## src/eprm_pkg.sv

```systemverilog
package eprm_pkg;

	// Field widths of the ranging channel.
	localparam int COUNT_WIDTH   = 32;
	localparam int OVERFLOW_BITS = 6;
	localparam int DIST_W        = 16;
	localparam int CMD_W         = 2;

	// Port widths: tdata is padded up to whole bytes.
	localparam int IN_TDATA_W  = ((COUNT_WIDTH + 7) / 8) * 8;
	localparam int OUT_FIELD_W = DIST_W + 2 + 1;
	localparam int OUT_TDATA_W = ((OUT_FIELD_W + 7) / 8) * 8;

	// The scale factor 17 is built as (1 << MUL_SHIFT) + 1.
	localparam int MUL_SHIFT = 4;
	localparam int DIVISOR   = 1000;
	localparam int DIV_W     = $clog2(DIVISOR);

	// Total pulse length and its scaled product.
	localparam int TOTAL_W = COUNT_WIDTH + OVERFLOW_BITS;
	localparam int PROD_W  = TOTAL_W + MUL_SHIFT + 1;
	localparam int CYC_W   = $clog2(PROD_W);

	// Configuration registers.
	localparam int REG_IDX_W = 1;
	localparam logic [REG_IDX_W-1:0] REG_LIMIT    = 1'b0;
	localparam logic [REG_IDX_W-1:0] REG_FALLBACK = 1'b1;

	// Reset values.
	localparam logic [DIST_W-1:0] LIMIT_RST    = 16'd300;
	localparam logic [DIST_W-1:0] FALLBACK_RST = 16'd30;
	localparam logic [DIST_W-1:0] RANGE_RST    = 16'd30;

	typedef enum logic [CMD_W-1:0] {
		CMD_EDGE = 2'd0,
		CMD_OVF  = 2'd1,
		CMD_POLL = 2'd2
	} cmd_t;

	typedef enum logic [1:0] {
		PH_IDLE = 2'd0,
		PH_MEAS = 2'd1,
		PH_DONE = 2'd2
	} phase_t;

	typedef enum logic [1:0] {
		ST_IDLE,
		ST_CALC,
		ST_EMIT
	} top_state_t;

	typedef enum logic [1:0] {
		CS_IDLE,
		CS_MUL,
		CS_DIV
	} calc_state_t;

	// Request from the channel control to the distance calculator.
	typedef struct packed {
		logic                     start;
		logic [OVERFLOW_BITS-1:0] ovf;
		logic [COUNT_WIDTH-1:0]   count;
	} calc_req_t;

	// Response from the distance calculator.
	typedef struct packed {
		logic              done;
		logic [DIST_W-1:0] quotient;
	} calc_rsp_t;

endpackage

```

## src/eprm_range_calc.sv

```systemverilog
module eprm_range_calc (
	input  logic                clk,
	input  logic                arst_n,
	input  eprm_pkg::calc_req_t req,
	output eprm_pkg::calc_rsp_t rsp
);

	eprm_pkg::calc_state_t state_q, state_n;

	logic [eprm_pkg::TOTAL_W-1:0]       x_q;
	logic [eprm_pkg::OVERFLOW_BITS-1:0] o_q;
	logic                               borrow_q;
	logic [eprm_pkg::MUL_SHIFT-1:0]     dly_q;
	logic                               carry_q;
	logic [eprm_pkg::PROD_W-1:0]        p_q;
	logic [eprm_pkg::DIV_W-1:0]         rem_q;
	logic [eprm_pkg::DIST_W-1:0]        quot_q;
	logic [eprm_pkg::CYC_W-1:0]         cyc_q;
	logic                               done_q;

	logic mul_en, div_en, last_cyc;
	logic xbit, obit, tbit, borrow_n, pbit, carry_n;
	logic [1:0] bit_sum;
	logic [eprm_pkg::DIV_W:0] trial;
	logic                     ge;

	assign last_cyc = (cyc_q == eprm_pkg::CYC_W'(eprm_pkg::PROD_W - 1));

	// Next state.
	always_comb begin
		state_n = state_q;
		case (state_q)
			eprm_pkg::CS_IDLE: begin
				if (req.start) state_n = eprm_pkg::CS_MUL;
			end
			eprm_pkg::CS_MUL: begin
				if (last_cyc) state_n = eprm_pkg::CS_DIV;
			end
			eprm_pkg::CS_DIV: begin
				if (last_cyc) state_n = eprm_pkg::CS_IDLE;
			end
			default: state_n = eprm_pkg::CS_IDLE;
		endcase
	end

	// Step enables.
	always_comb begin
		mul_en = 1'b0;
		div_en = 1'b0;
		case (state_q)
			eprm_pkg::CS_MUL: mul_en = 1'b1;
			eprm_pkg::CS_DIV: div_en = 1'b1;
			default: begin
				mul_en = 1'b0;
				div_en = 1'b0;
			end
		endcase
	end

	// Serial subtract: total = {ovf, count} - ovf, one bit per cycle, LSB first.
	assign xbit     = x_q[0];
	assign obit     = o_q[0];
	assign tbit     = xbit ^ obit ^ borrow_q;
	assign borrow_n = (~xbit & obit) | (~(xbit ^ obit) & borrow_q);

	// Serial add: product = total + (total << MUL_SHIFT).
	assign bit_sum = {1'b0, tbit} + {1'b0, dly_q[eprm_pkg::MUL_SHIFT-1]} + {1'b0, carry_q};
	assign pbit    = bit_sum[0];
	assign carry_n = bit_sum[1];

	// Restoring division by the constant divisor, MSB first.
	assign trial = {rem_q, p_q[eprm_pkg::PROD_W-1]};
	assign ge    = (trial >= (eprm_pkg::DIV_W + 1)'(eprm_pkg::DIVISOR));

	// Control registers.
	always_ff @(posedge clk or negedge arst_n) begin
		if (!arst_n) begin
			state_q <= eprm_pkg::CS_IDLE;
			cyc_q   <= '0;
			done_q  <= 1'b0;
		end else begin
			state_q <= state_n;
			done_q  <= div_en && last_cyc;
			if ((mul_en || div_en) && !last_cyc) begin
				cyc_q <= cyc_q + 1'b1;
			end else begin
				cyc_q <= '0;
			end
		end
	end

	// Datapath shift registers.
	always_ff @(posedge clk) begin
		if (state_q == eprm_pkg::CS_IDLE && req.start) begin
			x_q      <= {req.ovf, req.count};
			o_q      <= req.ovf;
			borrow_q <= 1'b0;
			dly_q    <= '0;
			carry_q  <= 1'b0;
			rem_q    <= '0;
		end else if (mul_en) begin
			x_q      <= {1'b0, x_q[eprm_pkg::TOTAL_W-1:1]};
			o_q      <= {1'b0, o_q[eprm_pkg::OVERFLOW_BITS-1:1]};
			borrow_q <= borrow_n;
			dly_q    <= {dly_q[eprm_pkg::MUL_SHIFT-2:0], tbit};
			carry_q  <= carry_n;
			p_q      <= {pbit, p_q[eprm_pkg::PROD_W-1:1]};
		end else if (div_en) begin
			p_q    <= {p_q[eprm_pkg::PROD_W-2:0], 1'b0};
			rem_q  <= ge ? eprm_pkg::DIV_W'(trial - (eprm_pkg::DIV_W + 1)'(eprm_pkg::DIVISOR))
			             : trial[eprm_pkg::DIV_W-1:0];
			quot_q <= {quot_q[eprm_pkg::DIST_W-2:0], ge};
		end
	end

	assign rsp.done     = done_q;
	assign rsp.quotient = quot_q;

endmodule

```

## src/echo_pulse_range_meter_unit.sv

```systemverilog
// Echo pulse range meter, one channel. Requests arrive on the s_ stream with the command
// in s_tuser (capture edge, timer overflow, distance poll) and the captured timer count in
// s_tdata; every request returns exactly one result on the m_ stream with the current
// distance, the measurement phase and a flag that marks a poll that consumed a finished
// measurement. A poll that consumes a measurement runs the bit-serial multiply by 17 and
// the bit-serial restoring division by 1000 in eprm_range_calc, each handling one product
// bit per cycle; other requests are answered directly. One request is in work at a time;
// a new request is taken only when the output register is empty or is read in that same
// cycle, so a stalled result also stalls the input. The distance limit and fallback
// registers are written through wr_en / wr_index / wr_data; the user must write them only
// while the unit is idle, as the unit itself does not enforce it.
module echo_pulse_range_meter_unit (
	input  logic                               clk,
	input  logic                               arst_n,
	// Configuration write port.
	input  logic                               wr_en,
	input  logic [eprm_pkg::REG_IDX_W-1:0]     wr_index,
	input  logic [eprm_pkg::DIST_W-1:0]        wr_data,
	// Request stream.
	input  logic                               s_tvalid,
	output logic                               s_tready,
	input  logic [eprm_pkg::IN_TDATA_W-1:0]    s_tdata,  // capture_count
	input  logic [eprm_pkg::CMD_W-1:0]         s_tuser,  // cmd
	// Result stream.
	output logic                               m_tvalid,
	input  logic                               m_tready,
	output logic [eprm_pkg::OUT_TDATA_W-1:0]   m_tdata   // distance, phase, new_reading
);

	eprm_pkg::top_state_t state_q, state_n;

	logic [eprm_pkg::DIST_W-1:0]        limit_q, fallback_q;
	logic                               started_q, done_q;
	logic [eprm_pkg::OVERFLOW_BITS-1:0] ovf_q;
	logic [eprm_pkg::COUNT_WIDTH-1:0]   count_q;
	logic [eprm_pkg::DIST_W-1:0]        range_q;

	logic                               out_valid_q;
	logic [eprm_pkg::DIST_W-1:0]        out_dist_q;
	eprm_pkg::phase_t                   out_phase_q;
	logic                               out_new_q;

	logic                               started_n, done_n;
	logic [eprm_pkg::OVERFLOW_BITS-1:0] ovf_n;
	logic [eprm_pkg::COUNT_WIDTH-1:0]   count_n;
	logic [eprm_pkg::DIST_W-1:0]        range_n, calc_range;
	logic                               fresh_calc;
	eprm_pkg::phase_t                   phase_n;
	eprm_pkg::cmd_t                     cmd;
	logic [eprm_pkg::COUNT_WIDTH-1:0]   cap;

	logic out_free, accept, emit_load, direct_load;

	eprm_pkg::calc_req_t calc_req;
	eprm_pkg::calc_rsp_t calc_rsp;

	assign cmd      = eprm_pkg::cmd_t'(s_tuser);
	assign cap      = s_tdata[eprm_pkg::COUNT_WIDTH-1:0];
	assign out_free = !out_valid_q || m_tready;
	assign accept   = s_tvalid && s_tready;

	// Channel state after the current request.
	always_comb begin
		started_n  = started_q;
		done_n     = done_q;
		ovf_n      = ovf_q;
		count_n    = count_q;
		range_n    = range_q;
		fresh_calc = 1'b0;
		case (cmd)
			eprm_pkg::CMD_EDGE: begin
				if (!done_q) begin
					if (started_q) begin
						done_n  = 1'b1;
						count_n = cap;
					end else begin
						started_n = 1'b1;
						ovf_n     = '0;
						count_n   = '0;
					end
				end
			end
			eprm_pkg::CMD_OVF: begin
				if (!done_q && started_q) begin
					if (ovf_q == '1) begin
						done_n  = 1'b1;
						count_n = '1;
					end else begin
						ovf_n = ovf_q + 1'b1;
					end
				end
			end
			eprm_pkg::CMD_POLL: begin
				if (done_q) begin
					fresh_calc = 1'b1;
					started_n  = 1'b0;
					done_n     = 1'b0;
					ovf_n      = '0;
				end else if (range_q > limit_q) begin
					range_n = fallback_q;
				end
			end
			default: fresh_calc = 1'b0;
		endcase
	end

	// Phase reported with the result.
	always_comb begin
		if (done_n) begin
			phase_n = eprm_pkg::PH_DONE;
		end else if (started_n) begin
			phase_n = eprm_pkg::PH_MEAS;
		end else begin
			phase_n = eprm_pkg::PH_IDLE;
		end
	end

	// Limit rule on a freshly computed distance.
	assign calc_range = (calc_rsp.quotient > limit_q) ? fallback_q : calc_rsp.quotient;

	// Next state.
	always_comb begin
		state_n = state_q;
		case (state_q)
			eprm_pkg::ST_IDLE: begin
				if (accept && fresh_calc) state_n = eprm_pkg::ST_CALC;
			end
			eprm_pkg::ST_CALC: begin
				if (calc_rsp.done) state_n = eprm_pkg::ST_EMIT;
			end
			eprm_pkg::ST_EMIT: begin
				if (out_free) state_n = eprm_pkg::ST_IDLE;
			end
			default: state_n = eprm_pkg::ST_IDLE;
		endcase
	end

	// Handshake and load controls.
	always_comb begin
		s_tready  = 1'b0;
		emit_load = 1'b0;
		case (state_q)
			eprm_pkg::ST_IDLE: s_tready  = out_free;
			eprm_pkg::ST_EMIT: emit_load = out_free;
			default: begin
				s_tready  = 1'b0;
				emit_load = 1'b0;
			end
		endcase
	end

	assign direct_load = accept && !fresh_calc;

	// Request to the distance calculator.
	assign calc_req.start = accept && fresh_calc;
	assign calc_req.ovf   = ovf_q;
	assign calc_req.count = count_q;

	eprm_range_calc u_calc (
		.clk    (clk),
		.arst_n (arst_n),
		.req    (calc_req),
		.rsp    (calc_rsp)
	);

	// Configuration, channel state and controller state.
	always_ff @(posedge clk or negedge arst_n) begin
		if (!arst_n) begin
			state_q     <= eprm_pkg::ST_IDLE;
			limit_q     <= eprm_pkg::LIMIT_RST;
			fallback_q  <= eprm_pkg::FALLBACK_RST;
			started_q   <= 1'b0;
			done_q      <= 1'b0;
			ovf_q       <= '0;
			count_q     <= '0;
			range_q     <= eprm_pkg::RANGE_RST;
			out_valid_q <= 1'b0;
		end else begin
			state_q <= state_n;
			if (wr_en) begin
				case (wr_index)
					eprm_pkg::REG_LIMIT:    limit_q    <= wr_data;
					eprm_pkg::REG_FALLBACK: fallback_q <= wr_data;
					default: limit_q <= limit_q;
				endcase
			end
			if (accept) begin
				started_q <= started_n;
				done_q    <= done_n;
				ovf_q     <= ovf_n;
				count_q   <= count_n;
				range_q   <= range_n;
			end else if (state_q == eprm_pkg::ST_CALC && calc_rsp.done) begin
				range_q <= calc_range;
			end
			if (direct_load || emit_load) begin
				out_valid_q <= 1'b1;
			end else if (m_tready) begin
				out_valid_q <= 1'b0;
			end
		end
	end

	// Output register payload.
	always_ff @(posedge clk) begin
		if (direct_load) begin
			out_dist_q  <= range_n;
			out_phase_q <= phase_n;
			out_new_q   <= 1'b0;
		end else if (emit_load) begin
			out_dist_q  <= range_q;
			out_phase_q <= eprm_pkg::PH_IDLE;
			out_new_q   <= 1'b1;
		end
	end

	assign m_tvalid = out_valid_q;
	assign m_tdata  = {(eprm_pkg::OUT_TDATA_W - eprm_pkg::OUT_FIELD_W)'(0),
	                   out_new_q, out_phase_q, out_dist_q};

	// A finished measurement implies a started one.
	a_done_started: assert property (@(posedge clk) disable iff (!arst_n)
		done_q |-> started_q)
		else $error("measurement done without start");

	// The calculator only finishes while the controller waits for it.
	a_calc_owned: assert property (@(posedge clk) disable iff (!arst_n)
		calc_rsp.done |-> state_q == eprm_pkg::ST_CALC)
		else $error("calculator result with no pending poll");

	// A consuming poll leaves the channel idle and clear.
	a_poll_clears: assert property (@(posedge clk) disable iff (!arst_n)
		calc_req.start |=> !started_q && !done_q && ovf_q == '0)
		else $error("poll did not clear the channel");

	// A fresh reading always reports the idle phase.
	a_new_idle: assert property (@(posedge clk) disable iff (!arst_n)
		out_valid_q && out_new_q |-> out_phase_q == eprm_pkg::PH_IDLE)
		else $error("new reading with a busy phase");

endmodule

```

## config.mk

```make
export PLATFORM = sky130hd
export DESIGN_NAME = echo_pulse_range_meter_unit
export DESIGN_NICKNAME = d
export VERILOG_FILES = /design/src/eprm_pkg.sv /design/src/eprm_range_calc.sv /design/src/echo_pulse_range_meter_unit.sv
export SDC_FILE = /design/constraint.sdc
export NUM_CORES = 1
export LEC_CHECK = 0
export BUFFER_PORTS_ARGS = -buffer_cell sky130_fd_sc_hd__buf_2
export CAP_MARGIN = 20
export CELL_PAD_IN_SITES_DETAIL_PLACEMENT = 1
export CELL_PAD_IN_SITES_GLOBAL_PLACEMENT = 1
export CORE_AREA = 2 2 148 150
export DETAILED_ROUTE_END_ITERATION = 12
export DIE_AREA = 0 0 150 152
export PLACE_DENSITY_LB_ADDON = 0.1
export RECOVER_POWER = 100
export SYNTH_ARGS = -nofsm -noshare
export SYNTH_HDL_FRONTEND = slang
export SYNTH_HIERARCHICAL = 1
export SYNTH_SLANG_ARGS = --single-unit
```

## constraint.sdc

```tcl
create_clock -name clk -period 8.5 [get_ports clk]
set_clock_uncertainty 0.05 [all_clocks]
set_input_delay 0.425 -clock clk [delete_from_list [all_inputs] [get_ports clk]]
set_output_delay 0.425 -clock clk [all_outputs]
set_load 0.01 [all_outputs]
```

* Word level (Yosys, flattened, before mapping)
Cells that the tools add are included.
** Storage, ports and cells
- Flip-flop bits (word level) :: 238
- Output and inout port bits :: 26
** Operators by class
- $add $sub $neg :: 5
- Order comparisons :: 3
- Eq/ne operators :: 20
- Mux-type cells :: 54
- Bitwise operators :: 10
- Reduce and logical (&&, ||, !) cells :: 34
** Operators with widths (count)
- $mux 16 :: 8
- $mux 32 :: 4
- $mux 43 :: 2
- $mux 38 :: 2
- $pmux 32 s2 :: 1
- $mux 6 :: 8
- $gt 16x16->1 :: 2
- $pmux 6 s3 :: 1
- $mux 2 :: 8
- $mux 1 :: 15
- $ne 2x2->1 const B :: 7
- $add 6x1->6 const B :: 2
- $eq 6x6->1 const B :: 2
- $pmux 2 s3 :: 2
- $reduce_bool 2->1 :: 6
- $ge 11x10->1 const B :: 1
- $mux 10 :: 1
- $ne 2x1->1 const B :: 5
- $sub 10x10->10 const B :: 1
- $reduce_and 3->1 :: 3
- $logic_and 1x1->1 :: 8
- $reduce_and 2->1 :: 4
- $reduce_and 7->1 :: 1
- $eq 2x1->1 const B :: 3
- 14 further kinds :: 29

* Depth between registers and ports, before layout
- Depth in word-level cells :: 8
- Gate-level depth with buffers :: 10

* By module
Netlist, hierarchy kept.
** By module, submodules not included
- echo_pulse_range_meter_unit :: instances 1, cells an instance 508, area each 5469.0 um^2
- eprm_range_calc :: instances 1, cells an instance 408, area each 5180.0 um^2

* Worst setup path before layout
No wires, ideal clock.
- Kind :: flip-flop to flip-flop
- Start :: register out_valid_q (netlist: m_tvalid)
- End :: register u_calc/o_q[0] (netlist bit), enable pin
- Data arrival time :: 2.592 ns
- Required time :: 8.054 ns
- Slack :: 5.463 ns
- Stages on the path, launching flop included :: 8
- Buffers on the path :: 2
- Path through :: dfrtp_1 -> nor2b_2 -> or4b_4 -> buf_6 -> nor2_1 -> nand2_1 -> clkbuf_1 -> nand2_1
** RTL lines
- start, declared :: line echo_pulse_range_meter_unit.sv:38 : logic out_valid_q;
- start signal, assigned :: line echo_pulse_range_meter_unit.sv:177 : out_valid_q <= 1'b0;
- start signal, assigned :: line echo_pulse_range_meter_unit.sv:197 : out_valid_q <= 1'b1;
- start signal, assigned :: line echo_pulse_range_meter_unit.sv:199 : out_valid_q <= 1'b0;
- end signal, assigned :: line eprm_range_calc.sv:96 : o_q <= req.ovf;
- end signal, assigned :: line eprm_range_calc.sv:103 : o_q <= {1'b0, o_q[eprm_pkg::OVERFLOW_BITS-1:1]};
- end, declared :: line eprm_range_calc.sv:11 : logic [eprm_pkg::OVERFLOW_BITS-1:0] o_q;

* Worst setup path after layout
- Start :: register limit_q[5] (netlist bit)
- End :: register range_q[13] (netlist bit)
** On the way
- Word-level cells in the longest chain between the ends :: 5
- Elaborated cells on any way between the ends :: 8
- Those cells by class :: order compare: 2; mux: 6
** Ends and longest elaborated chain
- start, declared :: line echo_pulse_range_meter_unit.sv:32 : logic [eprm_pkg::DIST_W-1:0] limit_q, fallback_q;
- start signal, assigned :: line echo_pulse_range_meter_unit.sv:170 : limit_q <= eprm_pkg::LIMIT_RST;
- start signal, assigned :: line echo_pulse_range_meter_unit.sv:182 : eprm_pkg::REG_LIMIT: limit_q <= wr_data;
- start signal, assigned :: line echo_pulse_range_meter_unit.sv:184 : default: limit_q <= limit_q;
- $gt 16x16->1 :: line echo_pulse_range_meter_unit.sv:99 : end else if (range_q > limit_q) begin
- $mux 16 :: line echo_pulse_range_meter_unit.sv:99
- $mux 16 :: line echo_pulse_range_meter_unit.sv:94 : if (done_q) begin
- $mux 16 :: line echo_pulse_range_meter_unit.sv:70 : case (cmd)
- $mux 16 (*) :: line echo_pulse_range_meter_unit.sv:187 : if (accept) begin
- end signal, assigned :: line echo_pulse_range_meter_unit.sv:176 : range_q <= eprm_pkg::RANGE_RST;
- end signal, assigned :: line echo_pulse_range_meter_unit.sv:192 : range_q <= range_n;
- end signal, assigned :: line echo_pulse_range_meter_unit.sv:194 : range_q <= calc_range;
- end, declared :: line echo_pulse_range_meter_unit.sv:36 : logic [eprm_pkg::DIST_W-1:0] range_q;
Every way passes the cells marked *; elsewhere a longest branch is shown, timed or not. The select of a mux whose other input is x is not followed.
A chain may end at the register's enable or synchronous reset.

==> impl_metrics.yaml <==
layout:
  diodes: 0
  final_cell_mix: "nand2_1 (178), edfxtp_1 (115), dfrtp_1 (88)"
  drive_gt1_frac: 0.190
  area_growth_pct: 12.6
  fin_util: 0.561
  mostFrequentLayoutCell: "nand2_1"
  layout.nets: 1082
pwr:
  p_seq_frac: 0.498
  power.net_switching_mw: 1.12
  combPwrFrac: 0.220
  p_leak_nw: 5.07
  power.share.switching: 0.292
  ir_worst_vdd_mv: 0.182
  clkPwrFrac: 0.282
  p_per_area_nw_per_um2: 320
  p_int_mw: 2.71
job:
  maxCapViolations: 11
cts:
  htreeDepth: 1
  root_buffer: "clkbuf_16"
  cts.path.max_buffers: 3
  cts-buffers-inserted: 26
  cts_tree: "yes"
  clock_sinks: 232
  clk_pin_slew_ns: 0.06
  cts_setup_buffers: 0
  clkLatencyLatePin_ns: 0.52
detailed_routing:
  first_pass_iters: 5
  drt_iter0_drc: 326
  antenna_left: 0
  wl_per_cell_um: 18.2
  vias: 7048
  drt-total-wl_um: 23300
  drc_errors: 0
  viasPerCell: 5.49
timing:
  timing.final.crit_share: 0.647
  rsz0062_at_grt: "no"
  final_max_slew_viol_count: 393
  tns_ns: 0
  fmax_ghz: 0.182
  hold_viol_final: 0
  worst_slew_pin_slew_ns: 2.81
  setup_viol: 0
  period_minus_slack_ns: 5.50
  relSlewSlack: -0.876
setup_path:
  cp_max_fo: 17
  crit_slowest_cell: "o41ai_1"
  worst_setup_path_start_kind: "flop"
  required_ns: 8.84
  rr_startpoint: "limit_q[5]$_DFFE_PN1P_"
  rr_worst_depth: 8
  end_kind: "flop"
  critical_path_class: "flop to flop"
  r2r-end: "range_q[13]$_DFFE_PN0P_"
  slowest_delay_ns: 2.14
  arrival_ns: 5.84
  cp_cell_sequence: "inv_1, ha_1, a21oi_1, o21ai_0, o2bb2ai_1, o41ai_1, o22ai_1, a221o_1"
  r2r_slack_ns: 3.00
  startpoint: "limit_q[5]$_DFFE_PN1P_"
synth:
  synthArstFlopShare: 0.431
  ys_seq_elements: 232
  synth_edf_count: 115
  synth_area_um2: 10600
  syn_area_per_cell_um2: 11.6
  syn_inst: 916
  synth_flop_cell: "edfxtp_1"
  ys_types: 62
  yosysTopAreaCellShare: 0.324
  synth_top_area_cell: "edfxtp_1"
  ys_seq_area_frac: 0.593
  synth_area_leaders: "edfxtp_1 (32%), dfrtp_1 (21%), mux2_2 (7.9%)"
  ys_warn_count: 6
min_path:
  hold_depth: 3
  worstHoldStart: "wr_data[4]"
  hold_path_class: "primary input to flop"
  min_to: "limit_q[4]$_DFFE_PN0P_"
global_route:
  antenna_found_initial: 0
  grt_max_degree: 69
  grt_use_total: 0.210
  grt_pass1_wl_um: 39000
  overflow: 0
  grt_pass1_vias: 7590
floorplanning:
  chipWidth_um: 150
  initial_utilization: 0.499
  io_pins: 82
  die_h_um: 152
  row_count: 54
  floorplan.core_area_um2: 21400
  dieArea_um2: 22800
place:
  dp_hpwl_um: 14800
  numPortBuffers: 76
  gp_congestion: 0.791
run_status:
  violations: "capacitance limit, slew limit"
  outcome: "complete, but fails checks"
==> worst max-delay path: cells and delay by family, from the launching register on <==
kind                       cells  cell delay [ns]
buffers and inverters          1             0.06
adders and majority gates      1             0.30
DFF                            1             0.52
AOI/OAI and AO/OA              6             4.44
==> power by group through the flow <==
stage / logic (mW) / clock network, mW / registers [mW]
after global routing: 0.970 / 1.15 / 1.97
after CTS: 0.865 / 1.11 / 1.90
after global placement: 0.817 / 0 / 1.90
final: 0.843 / 1.08 / 1.91
after detailed placement: 0.855 / 0 / 1.91
after floorplan: 0.640 / 0 / 1.85
==> synth_stat cells (5+ instances only) <==
library cell / n
xor2_1: 5
a21oi_1: 55
nand4_1: 7
clkbuf_1: 39
o211ai_1: 5
nand2_1: 178
mux2i_1: 8
mux2_2: 75
dfrtp_1: 88
dfxtp_1: 17
a221o_1: 16
nor2_1: 30
nand3b_1: 5
edfxtp_1: 115
and2_1: 5
inv_1: 32
a31oi_1: 5
dfstp_2: 12
buf_4: 7
ha_1: 41
nor3_1: 12
and3_1: 19
nand2b_1: 5
nand3_1: 6
o21ai_0: 63
==> through the flow <==
| step | total power [mW] | area [um^2] | setup WS [ns] | hold WS (ns) | std cells |
|---|---|---|---|---|---|
| after CTS | 3.88 | 12100 | 5.12 | 0.0668 | 1283 |
| after global routing | 4.09 | 12000 | 2.66 | 0.0912 | 1283 |
| after detailed placement | 2.77 | 11300 | 5.15 | 0.357 | 1234 |
| after global placement | 2.71 | 11300 | 5.22 | 0.349 | 1234 |
| final | 3.83 | 12000 | 3.00 | 0.0926 | 1283 |
| after floorplan | 2.49 | 10700 | 5.46 | 0.0794 | 920 |
==> cell families after synthesis <==
logic type | count (synthesis) | share of synthesized area
adders and majority gates | 43 | 0.0519
DFF | 232 | 0.593
muxes | 83 | 0.0868
and+or+nand+nor | 288 | 0.122
other | 1 | 0.000352
xor gates and xnor gates | 8 | 0.00658
buffers and inverters | 86 | 0.0352
AOI/OAI and AO/OA | 175 | 0.104
==> flip-flops by register name, indices dropped and copies added, names as in the netlist, 5 cells and up <==
name / flops
u_calc/cyc_q: 6
u_calc/o_q: 5
u_calc/p_q: 43
limit_q: 16
fallback_q: 16
ovf_q: 6
u_calc/rem_q: 10
range_q: 16
out_dist_q: 16
count_q: 32
u_calc/x_q: 33
u_calc/quot_q: 16
==> layout make-up <==
| class | instances | area (um^2) |
|---|---|---|
| Fill cell | 2267 | 9360 |
| Sequential cell | 232 | 6310 |
| Multi-Input combinational cell | 602 | 3950 |
| Clock buffer | 38 | 757 |
| Timing Repair Buffer | 88 | 420 |
| Tap cell | 280 | 350 |
| Inverter | 33 | 124 |
| Clock inverter | 10 | 73.8 |
==> routing by layer <==
metal	part of all wire	track usage
met5	0	0
met2	0.48	0.352
met1	0.46	0.292
met3	0.039	0.0294
met4	0.014	0.0449
==> worst max path at each step <==
stage / end / slack (ns) / cells after the start
2_1_floorplan: u_calc/o_q[0]$_DFFE_PP_ / 5.46 / 7
3_3_place_gp: out_dist_q[13]$_DFFE_PP_ / 5.22 / 8
3_5_place_dp: out_dist_q[10]$_DFFE_PP_ / 5.15 / 8
4_1_cts: out_dist_q[7]$_DFFE_PP_ / 5.12 / 8
5_1_grt: u_calc/x_q[15]$_DFFE_PP_ / 2.66 / 6
6_report: range_q[13]$_DFFE_PN0P_ / 3.00 / 8
==> repair_timing <==
item,CTS,global route
hold endpoints to repair,29,0
hold buffers,1,0
gates resized for setup,0,0
Note: power is estimated with default switching activity, not from simulation.
